File: src/hdl/sts_pkg.sv
// ----------------------------------------------------------------------------
// sts_pkg
// Token kinds, scan modes, word table and character classes for the scanner.
// ----------------------------------------------------------------------------
package sts_pkg;

  localparam int WORD_COUNT = 15;
  localparam int TYPE_COUNT = 4;

  typedef enum logic [3:0] {
    KIND_TYPE    = 4'd0,
    KIND_KEYWORD = 4'd1,
    KIND_SYMBOL  = 4'd2,
    KIND_IDENT   = 4'd3,
    KIND_NUMBER  = 4'd4,
    KIND_LINECMT = 4'd5,
    KIND_BLKCMT  = 4'd6,
    KIND_STRING  = 4'd7,
    KIND_BAD     = 4'd8,
    KIND_UNTERM  = 4'd9
  } kind_t;

  typedef enum logic [6:0] {
    M_IDLE   = 7'b0000001,
    M_IDENT  = 7'b0000010,
    M_NUMBER = 7'b0000100,
    M_SLASH  = 7'b0001000,
    M_LINE   = 7'b0010000,
    M_BLOCK  = 7'b0100000,
    M_STRING = 7'b1000000
  } mode_t;

  typedef struct packed {
    logic       vld;
    kind_t      kind;
    logic [3:0] idx;
    logic [7:0] ch;
    logic [15:0] s;
    logic [15:0] e;
    logic [15:0] line;
  } tok_t;

  function automatic logic [3:0] word_len(input int j);
    case (j)
      0, 1:        return 4'd7;
      2, 5, 12, 13: return 4'd4;
      3, 11:       return 4'd6;
      4, 6, 10, 14: return 4'd5;
      7:           return 4'd3;
      8:           return 4'd8;
      default:     return 4'd2;
    endcase
  endfunction

  function automatic logic [7:0] word_at(input int j, input logic [3:0] col);
    logic [63:0] w;
    logic [3:0]  len;
    int          sh;
    case (j)
      0:  w = 64'("integer");
      1:  w = 64'("boolean");
      2:  w = 64'("char");
      3:  w = 64'("string");
      4:  w = 64'("array");
      5:  w = 64'("else");
      6:  w = 64'("false");
      7:  w = 64'("for");
      8:  w = 64'("function");
      9:  w = 64'("if");
      10: w = 64'("print");
      11: w = 64'("return");
      12: w = 64'("true");
      13: w = 64'("void");
      default: w = 64'("while");
    endcase
    len = word_len(j);
    if (col >= len) return 8'd0;
    sh = 8 * (int'(len) - 1 - int'(col));
    return 8'(w >> sh);
  endfunction

  function automatic logic is_letter(input logic [7:0] c);
    return (c >= "a" && c <= "z") || (c >= "A" && c <= "Z");
  endfunction

  function automatic logic is_digit(input logic [7:0] c);
    return c >= "0" && c <= "9";
  endfunction

  function automatic logic is_symbol(input logic [7:0] c);
    return c == ":" || c == 8'h27 || c == ";" || c == "[" || c == "]" ||
           c == "{" || c == "}" || c == "(" || c == ")" || c == "^" ||
           c == "%" || c == "+" || c == "-" || c == ">" || c == "<" ||
           c == "&" || c == "|" || c == "!" || c == "*" || c == "=";
  endfunction

endpackage

File: src/hdl/sts_core.sv
// ----------------------------------------------------------------------------
// sts_core
// Scan state and token decode for one byte per cycle while adv is high; gives up to two tokens.
// ----------------------------------------------------------------------------
module sts_core #(
  parameter int OFFSET_BITS  = 16,
  parameter int MAX_WORD_LEN = 8
) (
  input  logic          clk,
  input  logic          rst_n,
  input  logic          adv,
  input  logic [7:0]    c,
  input  logic          last,
  output sts_pkg::tok_t tok0,
  output sts_pkg::tok_t tok1
);
  import sts_pkg::*;

  localparam logic [OFFSET_BITS-1:0] CMAX = '1;

  mode_t                  mode_r, mode_nxt;
  logic [OFFSET_BITS-1:0] off_r, off_nxt, lc_r, lc_nxt, ts_r, ts_nxt, tl_r, tl_nxt;
  logic [WORD_COUNT-1:0]  cand_r, cand_nxt;
  logic [3:0]             len_r, len_nxt;
  logic                   star_r, star_nxt;

  function automatic logic [15:0] clip(input logic [OFFSET_BITS-1:0] v);
    logic [OFFSET_BITS+15:0] w;
    w = {16'd0, v};
    return (w > 32'hFFFF) ? 16'hFFFF : w[15:0];
  endfunction

  always_comb begin
    logic [OFFSET_BITS-1:0] cur, prev;
    logic                   used;
    logic [WORD_COUNT-1:0]  keep;
    logic                   hit;
    tok_t                   t;
    int                     n;
    tok_t                   r [2];
    cur = off_r;
    prev = (cur > ts_r) ? cur - 1'b1 : ts_r;
    used = 1'b0;
    mode_nxt = mode_r; off_nxt = off_r; lc_nxt = lc_r; ts_nxt = ts_r; tl_nxt = tl_r;
    cand_nxt = cand_r; len_nxt = len_r; star_nxt = star_r;
    n = 0;
    r[0] = '0; r[1] = '0;
    t = '0;
    keep = '0;
    hit = 1'b0;

    case (mode_r)
      M_IDENT: begin
        if (is_letter(c) || is_digit(c) || c == "_") begin
          used = 1'b1;
          for (int j = 0; j < WORD_COUNT; j++)
            keep[j] = (32'(len_r) < MAX_WORD_LEN) && (word_at(j, len_r) == c);
          cand_nxt = cand_r & keep;
          if (len_r != 4'd15) len_nxt = len_r + 4'd1;
        end else begin
          t = '0; t.vld = 1'b1; t.kind = KIND_IDENT;
          for (int j = WORD_COUNT-1; j >= 0; j--)
            if (cand_r[j] && word_len(j) == len_r) begin
              t.kind = (j < TYPE_COUNT) ? KIND_TYPE : KIND_KEYWORD;
              t.idx  = (j < TYPE_COUNT) ? 4'(j) : 4'(j - TYPE_COUNT);
            end
          t.s = clip(ts_r); t.e = clip(prev); t.line = clip(tl_r);
          r[n] = t; n++;
          mode_nxt = M_IDLE;
        end
      end
      M_NUMBER: begin
        if (is_digit(c)) used = 1'b1;
        else begin
          t = '0; t.vld = 1'b1; t.kind = KIND_NUMBER;
          t.s = clip(ts_r); t.e = clip(prev); t.line = clip(tl_r);
          r[n] = t; n++;
          mode_nxt = M_IDLE;
        end
      end
      M_SLASH: begin
        if (c == "/") begin
          mode_nxt = M_LINE; used = 1'b1;
        end else if (c == "*") begin
          mode_nxt = M_BLOCK; star_nxt = 1'b0; used = 1'b1;
        end else begin
          t = '0; t.vld = 1'b1; t.kind = KIND_SYMBOL; t.ch = "/";
          t.s = clip(ts_r); t.e = clip(ts_r); t.line = clip(tl_r);
          r[n] = t; n++;
          mode_nxt = M_IDLE;
        end
      end
      M_LINE: begin
        used = 1'b1;
        if (c == 8'h0A) begin
          t = '0; t.vld = 1'b1; t.kind = KIND_LINECMT;
          t.s = clip(ts_r); t.e = clip(cur); t.line = clip(tl_r);
          r[n] = t; n++;
          mode_nxt = M_IDLE;
          if (lc_r != CMAX) lc_nxt = lc_r + 1'b1;
        end
      end
      M_BLOCK: begin
        used = 1'b1;
        if (c == "/" && star_r) begin
          t = '0; t.vld = 1'b1; t.kind = KIND_BLKCMT;
          t.s = clip(ts_r); t.e = clip(cur); t.line = clip(tl_r);
          r[n] = t; n++;
          mode_nxt = M_IDLE; star_nxt = 1'b0;
        end else begin
          star_nxt = (c == "*");
          if (c == 8'h0A && lc_r != CMAX) lc_nxt = lc_r + 1'b1;
        end
      end
      M_STRING: begin
        used = 1'b1;
        if (c == 8'h22) begin
          t = '0; t.vld = 1'b1; t.kind = KIND_STRING;
          t.s = clip(ts_r); t.e = clip(cur); t.line = clip(tl_r);
          r[n] = t; n++;
          mode_nxt = M_IDLE;
        end else if (c == 8'h0A && lc_r != CMAX) lc_nxt = lc_r + 1'b1;
      end
      default: mode_nxt = M_IDLE;
    endcase

    if (!used) begin
      ts_nxt = cur;
      tl_nxt = lc_r;
      if (c == " " || c == 8'h09 || c == 8'h0A) begin
        if (c == 8'h0A && lc_r != CMAX) lc_nxt = lc_r + 1'b1;
      end else if (is_letter(c)) begin
        mode_nxt = M_IDENT;
        for (int j = 0; j < WORD_COUNT; j++) keep[j] = (word_at(j, 4'd0) == c);
        cand_nxt = keep;
        len_nxt = 4'd1;
      end else if (is_digit(c)) mode_nxt = M_NUMBER;
      else if (c == "/") mode_nxt = M_SLASH;
      else if (c == 8'h22) mode_nxt = M_STRING;
      else begin
        t = '0; t.vld = 1'b1; t.kind = is_symbol(c) ? KIND_SYMBOL : KIND_BAD; t.ch = c;
        t.s = clip(cur); t.e = clip(cur); t.line = clip(lc_r);
        r[n] = t; n++;
      end
    end

    if (last) begin
      t = '0; t.vld = 1'b1; t.s = clip(ts_nxt); t.e = clip(cur); t.line = clip(tl_nxt);
      case (mode_nxt)
        M_IDENT: begin
          t.kind = KIND_IDENT;
          for (int j = WORD_COUNT-1; j >= 0; j--)
            if (cand_nxt[j] && word_len(j) == len_nxt) begin
              t.kind = (j < TYPE_COUNT) ? KIND_TYPE : KIND_KEYWORD;
              t.idx  = (j < TYPE_COUNT) ? 4'(j) : 4'(j - TYPE_COUNT);
            end
        end
        M_NUMBER: t.kind = KIND_NUMBER;
        M_SLASH: begin
          t.kind = KIND_SYMBOL; t.ch = "/"; t.e = clip(ts_nxt);
        end
        M_LINE:  t.kind = KIND_LINECMT;
        M_BLOCK, M_STRING: t.kind = KIND_UNTERM;
        default: t.vld = 1'b0;
      endcase
      if (t.vld && n < 2) begin
        r[n] = t; n++;
      end
      mode_nxt = M_IDLE; off_nxt = '0; lc_nxt = OFFSET_BITS'(1); ts_nxt = '0;
      tl_nxt = OFFSET_BITS'(1); cand_nxt = '0; len_nxt = '0; star_nxt = 1'b0;
    end else if (off_r != CMAX) off_nxt = off_r + 1'b1;

    tok0 = r[0];
    tok1 = r[1];
  end

  always_ff @(posedge clk) begin
    if (!rst_n) begin
      mode_r <= M_IDLE; off_r <= '0; lc_r <= OFFSET_BITS'(1); ts_r <= '0;
      tl_r <= OFFSET_BITS'(1); cand_r <= '0; len_r <= '0; star_r <= 1'b0;
    end else if (adv) begin
      mode_r <= mode_nxt; off_r <= off_nxt; lc_r <= lc_nxt; ts_r <= ts_nxt;
      tl_r <= tl_nxt; cand_r <= cand_nxt; len_r <= len_nxt; star_r <= star_nxt;
    end
  end
endmodule

File: src/hdl/sts_outq.sv
// ----------------------------------------------------------------------------
// sts_outq
// Two-token result buffer; drains one token per beat, flags the last of a byte.
// ----------------------------------------------------------------------------
module sts_outq (
  input  logic          clk,
  input  logic          rst_n,
  input  logic          load,
  input  sts_pkg::tok_t tok0,
  input  sts_pkg::tok_t tok1,
  input  logic          out_ready,
  output logic          out_valid,
  output sts_pkg::tok_t head,
  output logic          head_last,
  output logic          can_load
);
  import sts_pkg::*;

  tok_t q0_r, q1_r;
  logic v0_r, v1_r;
  logic pop;

  assign out_valid = v0_r;
  assign head      = q0_r;
  assign head_last = !v1_r;
  assign pop       = v0_r && out_ready;
  assign can_load  = !v0_r || (pop && !v1_r);

  always_ff @(posedge clk) begin
    if (!rst_n) begin
      v0_r <= 1'b0; v1_r <= 1'b0;
    end else if (load) begin
      v0_r <= tok0.vld; v1_r <= tok1.vld;
    end else if (pop) begin
      v0_r <= v1_r; v1_r <= 1'b0;
    end
  end

  always_ff @(posedge clk) begin
    if (load) begin
      q0_r <= tok0; q1_r <= tok1;
    end else if (pop) begin
      q0_r <= q1_r;
    end
  end
endmodule

File: src/hdl/source_token_scanner_top.sv
// Output: the first token that a byte closes is registered and shown in the cycle after that byte is taken.
// Throughput: one byte per cycle while out_ready is high; a byte that closes two tokens holds
// input until the second token drains.
// Reset: rst_n synchronous, active low; idle mode, offset 0, line 1.
// ----------------------------------------------------------------------------
// source_token_scanner_top
// Byte-stream tokenizer: scan core plus two-entry result buffer.
// ----------------------------------------------------------------------------
module source_token_scanner_top #(
  parameter int OFFSET_BITS  = 16,
  parameter int MAX_WORD_LEN = 8
) (
  input  logic        clk,
  input  logic        rst_n,
  input  logic        in_valid,
  output logic        in_ready,
  input  logic [7:0]  in_char_byte,
  input  logic        in_end_of_input,
  output logic        out_valid,
  input  logic        out_ready,
  output logic [3:0]  out_token_kind,
  output logic [3:0]  out_word_index,
  output logic [7:0]  out_symbol_char,
  output logic [15:0] out_start_offset,
  output logic [15:0] out_end_offset,
  output logic [15:0] out_line_number,
  output logic        out_last_of_run
);
  import sts_pkg::*;

  tok_t tok0, tok1, head;
  logic adv, can_load, head_last;

  assign in_ready = can_load;
  assign adv      = in_valid && can_load;

  sts_core #(.OFFSET_BITS(OFFSET_BITS), .MAX_WORD_LEN(MAX_WORD_LEN)) u_core (
    .clk(clk), .rst_n(rst_n), .adv(adv), .c(in_char_byte), .last(in_end_of_input),
    .tok0(tok0), .tok1(tok1)
  );

  sts_outq u_outq (
    .clk(clk), .rst_n(rst_n), .load(adv), .tok0(tok0), .tok1(tok1),
    .out_ready(out_ready), .out_valid(out_valid), .head(head),
    .head_last(head_last), .can_load(can_load)
  );

  assign out_token_kind   = head.kind;
  assign out_word_index   = head.idx;
  assign out_symbol_char  = head.ch;
  assign out_start_offset = head.s;
  assign out_end_offset   = head.e;
  assign out_line_number  = head.line;
  assign out_last_of_run  = head_last;
endmodule
File: config.mk
export PLATFORM = sky130hd
export DESIGN_NAME = source_token_scanner_top
export DESIGN_NICKNAME = d
export VERILOG_FILES = /design/src/hdl/sts_pkg.sv /design/src/hdl/sts_core.sv /design/src/hdl/sts_outq.sv /design/src/hdl/source_token_scanner_top.sv
export SDC_FILE = /design/constraint.sdc
export NUM_CORES = 1
export LEC_CHECK = 0
export BUFFER_PORTS_ARGS = -buffer_cell sky130_fd_sc_hd__buf_2
export CAP_MARGIN = 15
export CORE_MARGIN = 8
export CORE_UTILIZATION = 50
export DETAILED_ROUTE_END_ITERATION = 7
export PLACE_DENSITY = 0.63
export RECOVER_POWER = 25
export REMOVE_ABC_BUFFERS = 1
export SLEW_MARGIN = 15
export SYNTH_ARGS = -nofsm -noshare
export SYNTH_HDL_FRONTEND = slang
export SYNTH_SLANG_ARGS = --single-unit
File: constraint.sdc
create_clock -name clk -period 9.9 [get_ports clk]
set_clock_uncertainty 0.15 [all_clocks]
set_input_delay 0.495 -clock clk [delete_from_list [all_inputs] [get_ports clk]]
set_output_delay 0.495 -clock clk [all_outputs]
set_load 0.1 [all_outputs]
==> flow_metrics.env <==
export IMPL_outcome="complete, but fails checks"
export IMPL_violations="max-capacitance violations, max-slew violations"
export IMPL_fin_cells=2124
export IMPL_synth_ff_type="edfxtp_1"
export IMPL_dr_pass1_iters=6
export IMPL_cap_violations=1
export IMPL_p_leak_nw=5.98
export IMPL_slew_limit_headroom_pct=-157
export IMPL_rows=63
export IMPL_die_area_um2=35400
export IMPL_area_delta_synth_final_pct=8.38
export IMPL_slowest_stage="ha_1"
export IMPL_yosys_top_cells_count="nand2_1, nor2_1, edfxtp_1"
export IMPL_post_cts_buffers=0
export IMPL_start_kind="flip-flop"
export IMPL_crit_start="u_core.len_r[0]$_SDFFE_PN0P_"
export IMPL_drv_slew=66
export IMPL_grt_pass1_wl_um=74100
export IMPL_synth_enable_flop_cells=128
export IMPL_port_buffer_count=79
export IMPL_critPathMaxStageDelay_ns=0.82
export IMPL_pin_count=80
export IMPL_critPathCaptureType="flip-flop"
export IMPL_die_w_um=188
export IMPL_crit_fanout=53
export IMPL_fmax_ghz=0.171
export IMPL_period_needed_ns=5.86
export IMPL_hold_viol=0
export IMPL_track_usage_pct=25.7
export IMPL_hp_class="in -> reg"
export IMPL_crit_chain="buf_4 -> inv_1 -> ha_1 -> clkinv_1 -> a31oi_1 -> mux2_2 -> or4_1 -> a211o_1 -> a2111oi_0 -> a211oi_1 -> nand4_1 -> o211ai_1 -> a22o_1"
export IMPL_route_vias_total=13500
export IMPL_synth_avg_cell_area_um2=8.59
export IMPL_final_util_pct=54.7
export IMPL_synth_area_um2=14800
export IMPL_gp_congestion=0.976
export IMPL_yosysTopAreaCellShare_pct=25.9
export IMPL_placed_cells=2080
export IMPL_crit_required_ns=10.05
export IMPL_die_h_um=188
export IMPL_initial_core_util_pct=50.5
export IMPL_grt_pass1_vias=12800
export IMPL_cts_root_buf="clkbuf_16"
export IMPL_holdPathStages=3
export IMPL_ys_ff_latch=221
export IMPL_holdBufCountCts=0
export IMPL_synth_most_common_cell="nand2_1"
export IMPL_reg2reg_depth=13
export IMPL_post_place_ws_ns=4.05
export IMPL_h_tree_depth=1
export IMPL_r2r_start="u_core.len_r[0]$_SDFFE_PN0P_"
export IMPL_layout_drive_gt1_share_pct=8.71
export IMPL_wl_per_cell_um=22.2
export IMPL_cts_buffers=25
export IMPL_cts_sinks=221
export IMPL_critPathKind="reg -> reg"
export IMPL_critical_path_endpoint="u_outq.head[61]$_DFFE_PP_"
export IMPL_final_period_utilization_pct=59.2
export IMPL_ant_nets=0
export IMPL_ff2ff_setup_slack_ns=4.04
export IMPL_drt_total_wl_um=47100
export IMPL_dp_hpwl_um=31800
export IMPL_cp_arrival_ns=6.01
export IMPL_critPathTopFamily="compound AO/OA/AOI/OAI gates"
export IMPL_async_reset_ff_share_pct=0
export IMPL_syn_inst=1728
export IMPL_worst_path_buf_inv=3
export IMPL_vdd_ir_drop_max_uv=102
export IMPL_yosysSeqAreaShare_pct=38.4
export IMPL_synth_top_area_cell="edfxtp_1"
export IMPL_nets=1767
export IMPL_cts_tree="built"
export IMPL_p_per_area_nw_per_um2=148
export IMPL_yosysUniqueCellTypes=96
export IMPL_antenna_found_initial=0
export IMPL_grt_setup_unrepaired="no"
export IMPL_first_iter_violations=1433
export IMPL_ctsResizeCount=0
export IMPL_setup_viol=0
export IMPL_num_antenna_cells=0
export IMPL_drcViolationCount=0
export IMPL_tightestPinTransition_ns=3.86
export IMPL_clkTransAtPathRegs_ns=0.07
export IMPL_clk_latency_ns=0.54
export IMPL_fin_setup_tns_ns=0
export IMPL_synth_area_top_cells="edfxtp_1, dfxtp_1, nand2_1"
export IMPL_overflow=0
export IMPL_cts_buffer_depth=3
export IMPL_yosys_warnings=0
export IMPL_grt_max_degree=81
export IMPL_viasPerCell=6.37
export IMPL_worst_path_stages=13
export IMPL_worst_slack_ns=4.04
export IMPL_regToRegEndpoint="u_outq.head[61]$_DFFE_PP_"
export IMPL_coreArea_um2=29400
## area by class of cell
class / count / area (um2)
sequential: 221 / 5710
multi-input combinational: 1288 / 8290
tap: 390 / 488
clock buffer: 36 / 687
timing repair buffer: 103 / 523
inverter: 78 / 295
clock inverter: 8 / 92.6
fill: 2782 / 13300
## sequential cells by signal (all words and copies together), names as in the netlist, 4 cells and up
signal	flops
u_core.off_r	16
u_core.ts_r	16
u_core.cand_r	15
u_core.mode_r	7
u_core.lc_r	16
u_outq.q1_r	64
u_core.len_r	4
u_outq.head	64
u_core.tl_r	16
## tightest hold or removal path: stages
cell	delay, ns
buf_2	0.13
o21ai_0	0.07
a21boi_0	0.08
## metal layers
metal  routed length [um]  GRT usage (%)  vias up
met2                22400           42.4      588
li1                     -              -     6349
met1                20100           34.3     6484
met4                 1510           8.97        0
met3                 3150           2.94      102
met5                    0              0        -
## kinds of logic (layout without fill, tap and decap cells)
kind of cell | after synthesis | after routing | share of synthesized area, %
buf+inv | 222 | 225 | 5.98
compound gates | 484 | 484 | 23.0
xor+xnor | 60 | 60 | 3.54
other cells | 1 | 4 | 0.0253
mux | 22 | 22 | 1.53
flops | 221 | 221 | 38.4
simple gates | 679 | 679 | 24.2
fa+ha+maj | 39 | 39 | 3.25
## layout by cell type, fill, tap and decap left out, types with 20 or more instances in the layout
| master | n |
|---|---|
| clkbuf_16 | 25 |
| a22oi_1 | 45 |
| a222oi_1 | 33 |
| edfxtp_1 | 128 |
| nand4_1 | 20 |
| dfxtp_1 | 93 |
| nand2_1 | 154 |
| a31oi_1 | 26 |
| nand3_1 | 52 |
| and3_1 | 24 |
| nor3_1 | 33 |
| buf_2 | 40 |
| clkbuf_1 | 49 |
| and2_1 | 77 |
| nor4_1 | 24 |
| nor2_1 | 130 |
| inv_1 | 72 |
| nor2b_1 | 71 |
| xor2_1 | 26 |
| buf_4 | 23 |
| o21ai_0 | 107 |
| nand2b_1 | 21 |
| a21oi_1 | 85 |
| ha_1 | 37 |
| xnor2_1 | 34 |
## where the power goes
group          switching (mW)  internal, mW
clock                   0.378         0.512
sequential             0.0145          1.02
combinational           0.368        0.0788
## worst min path at each step
stage,from,to,slack [ns]
after floorplan,u_core.star_r$_SDFFE_PN0P_,u_core.star_r$_SDFFE_PN0P_,0.32
after global placement,u_core.star_r$_SDFFE_PN0P_,u_core.star_r$_SDFFE_PN0P_,0.34
after detailed placement,u_core.star_r$_SDFFE_PN0P_,u_core.star_r$_SDFFE_PN0P_,0.36
after CTS,in_valid,u_outq.out_valid$_SDFFE_PN0P_,0.14
after global routing,in_valid,u_outq.out_valid$_SDFFE_PN0P_,0.15
final,in_valid,u_outq.out_valid$_SDFFE_PN0P_,0.13
## metrics by stage
| stage | power [mW] | cell area (um2) | hold slack (ns) |
|---|---|---|---|
| floorplan | 1.39 | 14300 | 0.319 |
| global placement | 1.50 | 15400 | 0.337 |
| detailed placement | 1.50 | 15400 | 0.356 |
| CTS | 2.39 | 16100 | 0.141 |
| global route | 2.45 | 16100 | 0.152 |
| finish | 2.37 | 16100 | 0.133 |
(Power assumes the default switching activity.)
